**src/rtl/core/rmds_pkg.sv**
```systemverilog
// Shared types and constants for the rounded multiply-divide block.
package rmds_pkg;

   localparam int WORD_W       = 16;
   localparam int PROD_W       = 2 * WORD_W;
   localparam int DIVD_W       = PROD_W + 1;
   localparam int DIV_STAGES   = WORD_W;
   localparam int RMDS_MID_DEPTH = 4;
   localparam int RMDS_OUT_DEPTH = 4;

   localparam logic [WORD_W-1:0] SIGNED_MAX_MAG = 16'h7fff;
   localparam logic [WORD_W-1:0] UNSIGNED_MAX   = 16'hffff;

   typedef enum logic {
      MODE_SIGNED   = 1'b0,
      MODE_UNSIGNED = 1'b1
   } rmds_mode_type;

   // classified operands handed from front to back
   typedef struct packed {
      logic              signed_op;
      logic              neg;
      logic [WORD_W-1:0] vm;
      logic [WORD_W-1:0] nm;
      logic [WORD_W-1:0] dm;
   } rmds_class_type;

   typedef struct packed {
      logic              signed_op;
      logic              neg;
      logic [WORD_W-1:0] dm;
      logic [PROD_W-1:0] prod;
   } rmds_prod_type;

   typedef struct packed {
      logic              signed_op;
      logic              neg;
      logic              ovf;
      logic [WORD_W-1:0] dm;
      logic [WORD_W-1:0] rem;
      logic [WORD_W-1:0] low;
   } rmds_div_type;

endpackage

```
**src/rtl/core/rmds_queue.sv**
```systemverilog
// Small register queue, combinational read of the oldest entry.
module rmds_queue #(
   parameter int WIDTH = 16,
   parameter int DEPTH = 4
) (
   input  logic             clock,
   input  logic             reset,
   input  logic             push,
   input  logic [WIDTH-1:0] push_data,
   output logic             full,
   input  logic             pop,
   output logic [WIDTH-1:0] pop_data,
   output logic             empty
);

   localparam int PTR_W = (DEPTH > 1) ? $clog2(DEPTH) : 1;
   localparam int CNT_W = $clog2(DEPTH + 1);

   logic [WIDTH-1:0] mem_ff [DEPTH];
   logic [WIDTH-1:0] mem_in [DEPTH];
   logic [PTR_W-1:0] wr_ptr_ff, wr_ptr_in;
   logic [PTR_W-1:0] rd_ptr_ff, rd_ptr_in;
   logic [CNT_W-1:0] count_ff, count_in;
   logic             do_push, do_pop;

   assign full     = (count_ff == CNT_W'(DEPTH));
   assign empty    = (count_ff == '0);
   assign do_push  = push && !full;
   assign do_pop   = pop && !empty;
   assign pop_data = mem_ff[rd_ptr_ff];

   always_comb begin
      mem_in = mem_ff;
      if (do_push) begin
         mem_in[wr_ptr_ff] = push_data;
      end
      wr_ptr_in = wr_ptr_ff;
      if (do_push) begin
         wr_ptr_in = (wr_ptr_ff == PTR_W'(DEPTH - 1)) ? '0 : wr_ptr_ff + 1'b1;
      end
      rd_ptr_in = rd_ptr_ff;
      if (do_pop) begin
         rd_ptr_in = (rd_ptr_ff == PTR_W'(DEPTH - 1)) ? '0 : rd_ptr_ff + 1'b1;
      end
      count_in = count_ff + CNT_W'(do_push) - CNT_W'(do_pop);
   end

   always_ff @(posedge clock) begin
      mem_ff <= mem_in;
   end

   always_ff @(posedge clock) begin
      if (reset) begin
         wr_ptr_ff <= '0;
         rd_ptr_ff <= '0;
         count_ff  <= '0;
      end else begin
         wr_ptr_ff <= wr_ptr_in;
         rd_ptr_ff <= rd_ptr_in;
         count_ff  <= count_in;
      end
   end

endmodule

```
**src/rtl/core/rmds_front.sv**
```systemverilog
// Front end: accepts transactions, takes magnitudes and works out the result sign.
module rmds_front
   import rmds_pkg::*;
(
   input  logic              clock,
   input  logic              reset,
   input  logic              req_push,
   output logic              req_full,
   input  logic              req_mode,
   input  logic [WORD_W-1:0] req_value,
   input  logic [WORD_W-1:0] req_numerator,
   input  logic [WORD_W-1:0] req_denominator,
   output logic              cls_push,
   output rmds_class_type    cls_data,
   input  logic              cls_full
);

   logic           valid_ff, valid_in;
   rmds_class_type data_ff, data_in;
   rmds_class_type cls;
   logic           accept;
   logic           prod_neg;

   assign req_full = valid_ff && cls_full;
   assign accept   = req_push && !req_full;
   assign cls_push = valid_ff;
   assign cls_data = data_ff;

   always_comb begin
      cls.signed_op = (rmds_mode_type'(req_mode) == MODE_SIGNED);
      cls.vm = (cls.signed_op && req_value[WORD_W-1])
               ? WORD_W'(~req_value + 1'b1) : req_value;
      cls.nm = (cls.signed_op && req_numerator[WORD_W-1])
               ? WORD_W'(~req_numerator + 1'b1) : req_numerator;
      cls.dm = (cls.signed_op && req_denominator[WORD_W-1])
               ? WORD_W'(~req_denominator + 1'b1) : req_denominator;
      prod_neg = (req_value != '0) && (req_numerator != '0)
                 && (req_value[WORD_W-1] ^ req_numerator[WORD_W-1]);
      cls.neg = cls.signed_op && (prod_neg ^ req_denominator[WORD_W-1]);

      valid_in = accept || (valid_ff && cls_full);
      data_in  = accept ? cls : data_ff;
   end

   always_ff @(posedge clock) begin
      data_ff <= data_in;
   end

   always_ff @(posedge clock) begin
      if (reset) begin
         valid_ff <= 1'b0;
      end else begin
         valid_ff <= valid_in;
      end
   end

endmodule

```
**src/rtl/core/rmds_back.sv**
```systemverilog
// Back end: product stage, one-bit-per-stage restoring divider, saturation.
module rmds_back
   import rmds_pkg::*;
(
   input  logic              clock,
   input  logic              reset,
   input  logic              in_valid,
   input  rmds_class_type    in_data,
   output logic              in_pop,
   output logic              out_push,
   output logic [WORD_W-1:0] out_word,
   input  logic              out_full
);

   logic                   prod_valid_ff, prod_valid_in;
   rmds_prod_type          prod_ff, prod_in;
   logic [DIV_STAGES:0]    div_valid_ff, div_valid_in;
   rmds_div_type           div_ff [DIV_STAGES+1];
   rmds_div_type           div_in [DIV_STAGES+1];
   logic                   advance;
   logic [DIVD_W-1:0]      dividend;
   logic [WORD_W:0]        div_hi;
   rmds_div_type           last;
   logic [WORD_W-1:0]      mag;

   function automatic rmds_div_type div_step(rmds_div_type s);
      rmds_div_type    r;
      logic [WORD_W:0] t;
      t = {s.rem, s.low[WORD_W-1]};
      r = s;
      if (t >= {1'b0, s.dm}) begin
         r.rem = WORD_W'(t - {1'b0, s.dm});
         r.low = {s.low[WORD_W-2:0], 1'b1};
      end else begin
         r.rem = t[WORD_W-1:0];
         r.low = {s.low[WORD_W-2:0], 1'b0};
      end
      return r;
   endfunction

   assign advance  = !div_valid_ff[DIV_STAGES] || !out_full;
   assign in_pop   = in_valid && advance;
   assign out_push = div_valid_ff[DIV_STAGES] && !out_full;
   assign last     = div_ff[DIV_STAGES];

   always_comb begin
      prod_in.signed_op = in_data.signed_op;
      prod_in.neg       = in_data.neg;
      prod_in.dm        = in_data.dm;
      prod_in.prod      = in_data.vm * in_data.nm;
      prod_valid_in     = advance ? in_valid : prod_valid_ff;

      // rounding bias; quotient overflows when the top half reaches the divisor
      dividend = {1'b0, prod_ff.prod} + DIVD_W'(prod_ff.dm >> 1);
      div_hi   = dividend[DIVD_W-1:WORD_W];
      div_in[0].signed_op = prod_ff.signed_op;
      div_in[0].neg       = prod_ff.neg;
      div_in[0].dm        = prod_ff.dm;
      div_in[0].ovf       = (div_hi >= {1'b0, prod_ff.dm});
      div_in[0].rem       = div_hi[WORD_W-1:0];
      div_in[0].low       = dividend[WORD_W-1:0];
      div_valid_in[0]     = advance ? prod_valid_ff : div_valid_ff[0];

      for (int k = 1; k <= DIV_STAGES; k++) begin
         div_in[k]       = div_step(div_ff[k-1]);
         div_valid_in[k] = advance ? div_valid_ff[k-1] : div_valid_ff[k];
      end

      if (last.signed_op) begin
         mag = (last.ovf || last.low[WORD_W-1]) ? SIGNED_MAX_MAG : last.low;
      end else begin
         mag = last.ovf ? UNSIGNED_MAX : last.low;
      end
      out_word = last.neg ? WORD_W'(~mag + 1'b1) : mag;
   end

   always_ff @(posedge clock) begin
      if (advance) begin
         prod_ff <= prod_in;
         div_ff  <= div_in;
      end
   end

   always_ff @(posedge clock) begin
      if (reset) begin
         prod_valid_ff <= 1'b0;
         div_valid_ff  <= '0;
      end else begin
         prod_valid_ff <= prod_valid_in;
         div_valid_ff  <= div_valid_in;
      end
   end

endmodule

```
**src/rtl/core/rounded_mul_div_saturating.sv**
```systemverilog
// Top level of the rounded, saturating 16-bit multiply-divide block.
// Request side is a queue input: present req_mode, req_value, req_numerator
// and req_denominator with req_push; the transaction is taken on a clock edge
// where req_push is high and req_full is low.
// Response side is a queue output: while rsp_empty is low the oldest result
// sits on rsp_quotient_word; it is taken on an edge with rsp_pop high.
// Each request gives exactly one response, in request order.
// Path from request to response: front register, mid queue, product stage,
// rounding stage and a 16-stage restoring divider (one quotient bit per stage),
// then the response queue.
// Throughput: one transaction per cycle unless stalled; every stage is a
// pipeline register. When the receiver stalls, results collect in the
// response queue; once it is full the divider pipeline holds, the mid queue
// fills and req_full rises. Reset (synchronous, active high) empties both
// queues and all pipeline valids; no request is held over.
module rounded_mul_div_saturating
   import rmds_pkg::*;
#(
   parameter int MID_DEPTH = RMDS_MID_DEPTH,
   parameter int OUT_DEPTH = RMDS_OUT_DEPTH
) (
   input  logic              clock,
   input  logic              reset,
   input  logic              req_push,
   output logic              req_full,
   input  logic              req_mode,
   input  logic [WORD_W-1:0] req_value,
   input  logic [WORD_W-1:0] req_numerator,
   input  logic [WORD_W-1:0] req_denominator,
   output logic              rsp_empty,
   input  logic              rsp_pop,
   output logic [WORD_W-1:0] rsp_quotient_word
);

   localparam int CLS_W = $bits(rmds_class_type);

   logic              cls_push, cls_full, mid_empty, mid_pop;
   rmds_class_type    cls_data, mid_data;
   logic [CLS_W-1:0]  mid_bits;
   logic              out_push, out_full;
   logic [WORD_W-1:0] out_word;

   assign mid_data = rmds_class_type'(mid_bits);

   rmds_front u_front (
      .clock           (clock),
      .reset           (reset),
      .req_push        (req_push),
      .req_full        (req_full),
      .req_mode        (req_mode),
      .req_value       (req_value),
      .req_numerator   (req_numerator),
      .req_denominator (req_denominator),
      .cls_push        (cls_push),
      .cls_data        (cls_data),
      .cls_full        (cls_full)
   );

   rmds_queue #(
      .WIDTH (CLS_W),
      .DEPTH (MID_DEPTH)
   ) u_mid_queue (
      .clock     (clock),
      .reset     (reset),
      .push      (cls_push),
      .push_data (CLS_W'(cls_data)),
      .full      (cls_full),
      .pop       (mid_pop),
      .pop_data  (mid_bits),
      .empty     (mid_empty)
   );

   rmds_back u_back (
      .clock    (clock),
      .reset    (reset),
      .in_valid (!mid_empty),
      .in_data  (mid_data),
      .in_pop   (mid_pop),
      .out_push (out_push),
      .out_word (out_word),
      .out_full (out_full)
   );

   rmds_queue #(
      .WIDTH (WORD_W),
      .DEPTH (OUT_DEPTH)
   ) u_rsp_queue (
      .clock     (clock),
      .reset     (reset),
      .push      (out_push),
      .push_data (out_word),
      .full      (out_full),
      .pop       (rsp_pop),
      .pop_data  (rsp_quotient_word),
      .empty     (rsp_empty)
   );

endmodule

```
**config.mk**
```make
export PLATFORM = sky130hd
export DESIGN_NAME = rounded_mul_div_saturating
export DESIGN_NICKNAME = d
export VERILOG_FILES = /design/src/rtl/core/rmds_pkg.sv /design/src/rtl/core/rmds_queue.sv /design/src/rtl/core/rmds_front.sv /design/src/rtl/core/rmds_back.sv /design/src/rtl/core/rounded_mul_div_saturating.sv
export SDC_FILE = /design/constraint.sdc
export NUM_CORES = 2
export LEC_CHECK = 0
export BUFFER_PORTS_ARGS = -buffer_cell sky130_fd_sc_hd__buf_2
export CAP_MARGIN = 20
export CORE_AREA = 2 2 614 311
export DETAILED_ROUTE_END_ITERATION = 7
export DIE_AREA = 0 0 616 313
export PLACE_DENSITY = 0.53
export SLEW_MARGIN = 10
export SYNTH_ARGS = -nofsm -noshare
export SYNTH_HDL_FRONTEND = slang
export SYNTH_SLANG_ARGS = --single-unit
```
**constraint.sdc**
```tcl
create_clock -name clock -period 31.9 [get_ports clock]
set_input_delay 3.19 -clock clock [delete_from_list [all_inputs] [get_ports clock]]
set_output_delay 3.19 -clock clock [all_outputs]
set_load 0.01 [all_outputs]
```
# Word level (Yosys, flattened, before mapping)
# Index checks and enable logic that the tools add are counted.
# totals
regBits	1232
input_bits	53
out_inout_bits	18
# op_classes
order_cmp	23
n_mul	1
bitwise	11
n_reduce_logical	29
n_addsub	28
mux	39
n_eq_ne	6
# op_table
op	n
32-bit two-way mux	15
17-bit by 16-bit >= comparator with 1-bit output	17
16-bit subtractor	15
200-bit bitwise mux	1
16-bit two-way mux	10
50-bit two-way mux	3
50-bit binary-select mux with 2-bit select	1
50-bit demux with 2-bit select	1
16-bit by 1-bit adder with 16-bit output, second input constant	4
64-bit bitwise mux	1
16-bit NOT	4
32-bit by 15-bit adder with 33-bit output	1
16-bit binary-select mux with 2-bit select	1
16-bit demux with 2-bit select	1
16-bit by 16-bit multiplier with 32-bit output	1
16-bit nonzero test	2
1-bit logical AND	16
3-bit >= comparator, second input constant	4
2-bit NOT with 3-bit output	4
2-bit by 1-bit adder with 2-bit output, second input constant	4
2-bit == test, second input constant	4
2-bit two-way mux	4
3-bit by 1-bit adder with 3-bit output	2
3-bit == test, second input constant	2
other kinds (8)	19

# Logic depth before layout (Yosys ltp)
# depth
depth_word	7
mapped_depth	28

# By module
# A second synthesis with hierarchy kept.
# unflattened
cells_unflattened	5040
hier_area_um2	65389.0
# modules_own_cells
module	area_per_inst_um2	seq_area_each_um2	cells_per_inst	n_inst
rmds_back	52397.8	26935.8	4385	1
rmds_queue at u_mid_queue	7652.3	6145.9	311	1
rmds_queue at u_rsp_queue	2752.6	2062.0	132	1
rmds_front	2582.5	1521.5	211	1
rounded_mul_div_saturating	3.8	0.0	1	1

# Worst setup path before layout
# OpenSTA, ideal clock, no wires.
# synth_timing
path_type	reg2reg
from	reg u_rsp_queue.count_ff[1]
to	reg u_back.div_ff[0] in the netlist's numbering, enable pin
arrival_ns	24.723
period_less_slack_ns	26.317
path_stages_with_launch	5
setup_slack_ns	5.583
path_cell_list	dfxtp_1 nor2_1 and3_1 clkinv_1 clkbuf_1
# synth_via
elab_chain_len	3
# synth_lines
item	line_no	rtl
from (decl)	rmds_queue.sv:23	logic [CNT_W-1:0] count_ff, count_in;
from (signal assigned)	rmds_queue.sv:60	count_ff <= count_in;
3-bit == test	rmds_queue.sv:26	assign full = (count_ff == CNT_W'(DEPTH));
1-bit zero test	rmds_back.sv:41	assign advance = !div_valid_ff[DIV_STAGES] || !out_full;
1-bit logical OR	rmds_back.sv:41	
to (signal assigned)	rmds_back.sv:80	div_ff <= div_in;
to (decl)	rmds_back.sv:18	rmds_div_type div_ff [DIV_STAGES+1];
# Every way passes these cells.
# A chain may end at the register's enable or synchronous reset.

==> flow_metrics.tcl <==
set metrics [dict create \
    status "finished clean" \
    hold_path_class "flop to flop" \
    endpoint_kind "flop" \
    cts_hold_buffers 0 \
    dp_hpwl_um 111000 \
    r2r-end "u_back.prod_ff[29]" \
    drcViolationCount 0 \
    grt_usage_pct 15.2 \
    final.setup_skew_ps 92.5 \
    drive_above_1_share_pct 10.9 \
    async_flop_share_pct 0 \
    portBuffers 70 \
    grt_setup_unrepaired "no" \
    finalWirelength_um 147000 \
    r2r_slack_ps 23530 \
    crit_buf_inv 6 \
    yosysMostFrequentCell "edfxtp_1" \
    clk_pin_slew_worst_paths_ps 70 \
    max_stage_delay_ps 800 \
    yosys.area.top_type "edfxtp_1" \
    drt_first_pass_iters 6 \
    final.fill_count 17800 \
    drv_cap 0 \
    met3_length_um 11500 \
    ys_warn_count 0 \
    place.gp.congestion 0.882 \
    cp.arrival_ps 8860 \
    grt_max_degree 130 \
    dieArea_um2 193000 \
    reg2reg_depth 23 \
    start_util_pct 34.7 \
    crit_cells 23 \
    numCtsBuffers 113 \
    dr.first_iter.drc_count 3664 \
    cts_tree "done" \
    dr_wl_met2_um 49500 \
    synth_top_area_share_pct 55.3 \
    num_vias 38100 \
    syn_avg_cell_area_um2 13.1 \
    grt-ovfl-total 0 \
    crit_chain "buf_4 -> mux4_2 -> inv_1 -> nor2_1 -> fa_1 -> inv_1 -> fa_1 -> fa_1 -> fa_1 -> inv_1 -> fa_1 -> inv_1 -> fa_1 -> inv_1 -> ha_1 -> a21o_1 -> a21o_1 -> a31oi_1 -> nand3_1 -> a221oi_1 -> nor3_1 -> o21ai_0 -> xnor2_1" \
    synth-seq-area-share_pct 56.3 \
    clock_sinks 1232 \
    die_h_um 313 \
    regToRegStartpoint "u_mid_queue.rd_ptr_ff[0]" \
    ys.flop_type "edfxtp_1" \
    die-width_um 616 \
    synth_cell_types 86 \
    min_period_over_period_pct 26.2 \
    htreeDepth 3 \
    postRouteAntennaNets 0 \
    cp_slowest_cell "mux4_2" \
    crit_end "u_back.prod_ff[29]" \
    cts.repair.resized 0 \
    seq_area_um2 36700 \
    row_count 113 \
    tns_ps 0 \
    synth_edf_count 1199 \
    path_max_fanout 56 \
    via_per_inst 4.92 \
    finalNetCount 5785 \
    critical-path-top-delay-family "adder cells" \
    grt_pass1_vias 36400 \
    fmax_mhz 119 \
    crit_type "flop to flop" \
    ys_top_cells_by_count "edfxtp_1 (1199), inv_1 (588), ha_1 (409)" \
    topRoutingLayerUsed "met5" \
    worst-endpoint-required_ps 32390 \
    critPathLaunchType "flop" \
    cpMostUsedCell "fa_1" \
    area_growth_pct 11.2 \
    mappedNetlistArea_um2 65100 \
    fin_crit_ps 8370 \
    synthTopCellsByArea "edfxtp_1 (55%), ha_1 (7.9%), fa_1 (6.5%)" \
    wl_per_cell_um 19.0 \
    multi_input_area_um2 25900 \
    cts_root_buf "clkbuf_16" \
    syn_inst 4956 \
    clkLatencyLatePin_ps 770 \
    io_pins 71 \
    slew_headroom_pct 32.6 \
    final-max-slew-violation-count 0 \
    setup_viol 0 \
    hold_viol 0 \
    grt_pass1_wl_um 226000 \
    wl_met1_um 84300 \
    critical_path.startpoint "u_mid_queue.rd_ptr_ff[0]" \
    max_slew.worst_pin.slew_ps 1010 \
    core_um2 188000 \
    antenna_found_initial 9 \
    postCtsSetupRepairBufs 0 \
    synth_seq_cells 1232 \
    synthesis.nets 5630 \
    ctsLongestPathBuffers 3 \
]
flip-flops by register name (all words and copies together) (netlist names), 2 cells and up:
register / flops
u_mid_queue.count_ff: 3
u_rsp_queue.count_ff: 3
u_back.div_valid_ff: 17
u_mid_queue.mem_ff: 200
u_back.prod_ff: 32
u_rsp_queue.rd_ptr_ff: 2
u_back.div_in: 18
u_back.div_ff: 835
u_rsp_queue.wr_ptr_ff: 2
u_mid_queue.wr_ptr_ff: 2
u_mid_queue.rd_ptr_ff: 2
u_front.cls_data: 50
u_rsp_queue.mem_ff: 64
cell usage in the layout, fill, tap and decap left out, types with 44 or more instances in the layout:
| master | netlist | routed |
|---|---|---|
| nand2_1 | 344 | 344 |
| mux2_2 | 145 | 145 |
| clkbuf_16 | 0 | 113 |
| xor2_1 | 83 | 83 |
| and2_1 | 48 | 44 |
| nor2_1 | 325 | 325 |
| mux4_2 | 51 | 51 |
| o21a_1 | 92 | 92 |
| nor3_1 | 84 | 84 |
| inv_1 | 588 | 588 |
| fa_1 | 212 | 212 |
| xnor2_1 | 189 | 189 |
| nor2b_1 | 77 | 76 |
| edfxtp_1 | 1199 | 1199 |
| buf_2 | 17 | 70 |
| mux2i_1 | 48 | 48 |
| ha_1 | 409 | 409 |
| a21oi_1 | 198 | 198 |
| o21ai_0 | 141 | 139 |
per-layer routing:
metal  GRT usage (%)  vias to the layer above
met1            27.1                    18700
met3            3.76                      143
li1                -                    18200
met5               0                        -
met4            2.58                        2
met2            17.2                     1049
stage by stage:
| step | instance area, µm² | util, % | cells | setup slack, ps | hold WS (ps) |
|---|---|---|---|---|---|
| floorplan | 65100 | - | 4956 | 5580 | 400 |
| global placement | 68700 | 36.5 | 7523 | 23620 | 400 |
| detailed placement | 68700 | 36.6 | 7525 | 23590 | 405 |
| CTS | 72400 | 38.5 | 7739 | 23530 | 406 |
| global route | 72400 | 38.5 | 7742 | 23050 | 408 |
| finish | 72400 | 38.5 | 7746 | 23530 | 397 |
worst min-delay path by stage:
stage / from / endpoint / slack (ps) / cells after the start
after floorplan: u_back.div_ff[151] / u_back.div_ff[100] / 400 / 0
after global placement: u_back.div_ff[711] / u_back.div_ff[660] / 400 / 0
after detailed placement: u_back.div_ff[209] / u_back.div_ff[159] / 400 / 0
after CTS: u_back.div_ff[413] / u_back.div_ff[363] / 410 / 0
after global routing: u_back.div_ff[413] / u_back.div_ff[363] / 410 / 0
final: u_back.div_ff[413] / u_back.div_ff[363] / 400 / 0
cells by family after synthesis:
family,Yosys count,share of synthesized area [%]
xor+xnor,272,3.66
buf+inv,665,3.93
simple gates,1107,7.93
flops,1232,56.3
mux,286,5.81
fa+ha+maj,621,14.4
compound gates,773,8.02
layout make-up:
| cell class | instances | share of cell area (%) |
|---|---|---|
| Multi-Input combinational cell | 3059 | 35.8 |
| Tap cell | 2530 | 4.37 |
| Clock inverter | 87 | 1.08 |
| Antenna cell | 6 | 0.0207 |
| Timing Repair Buffer | 116 | 1.00 |
| Sequential cell | 1232 | 50.6 |
| Clock buffer | 127 | 3.99 |
| Inverter | 589 | 3.06 |
Power is not shown: default switching activity piles up to over one toggle a cycle in this logic, so the estimate is an artifact.
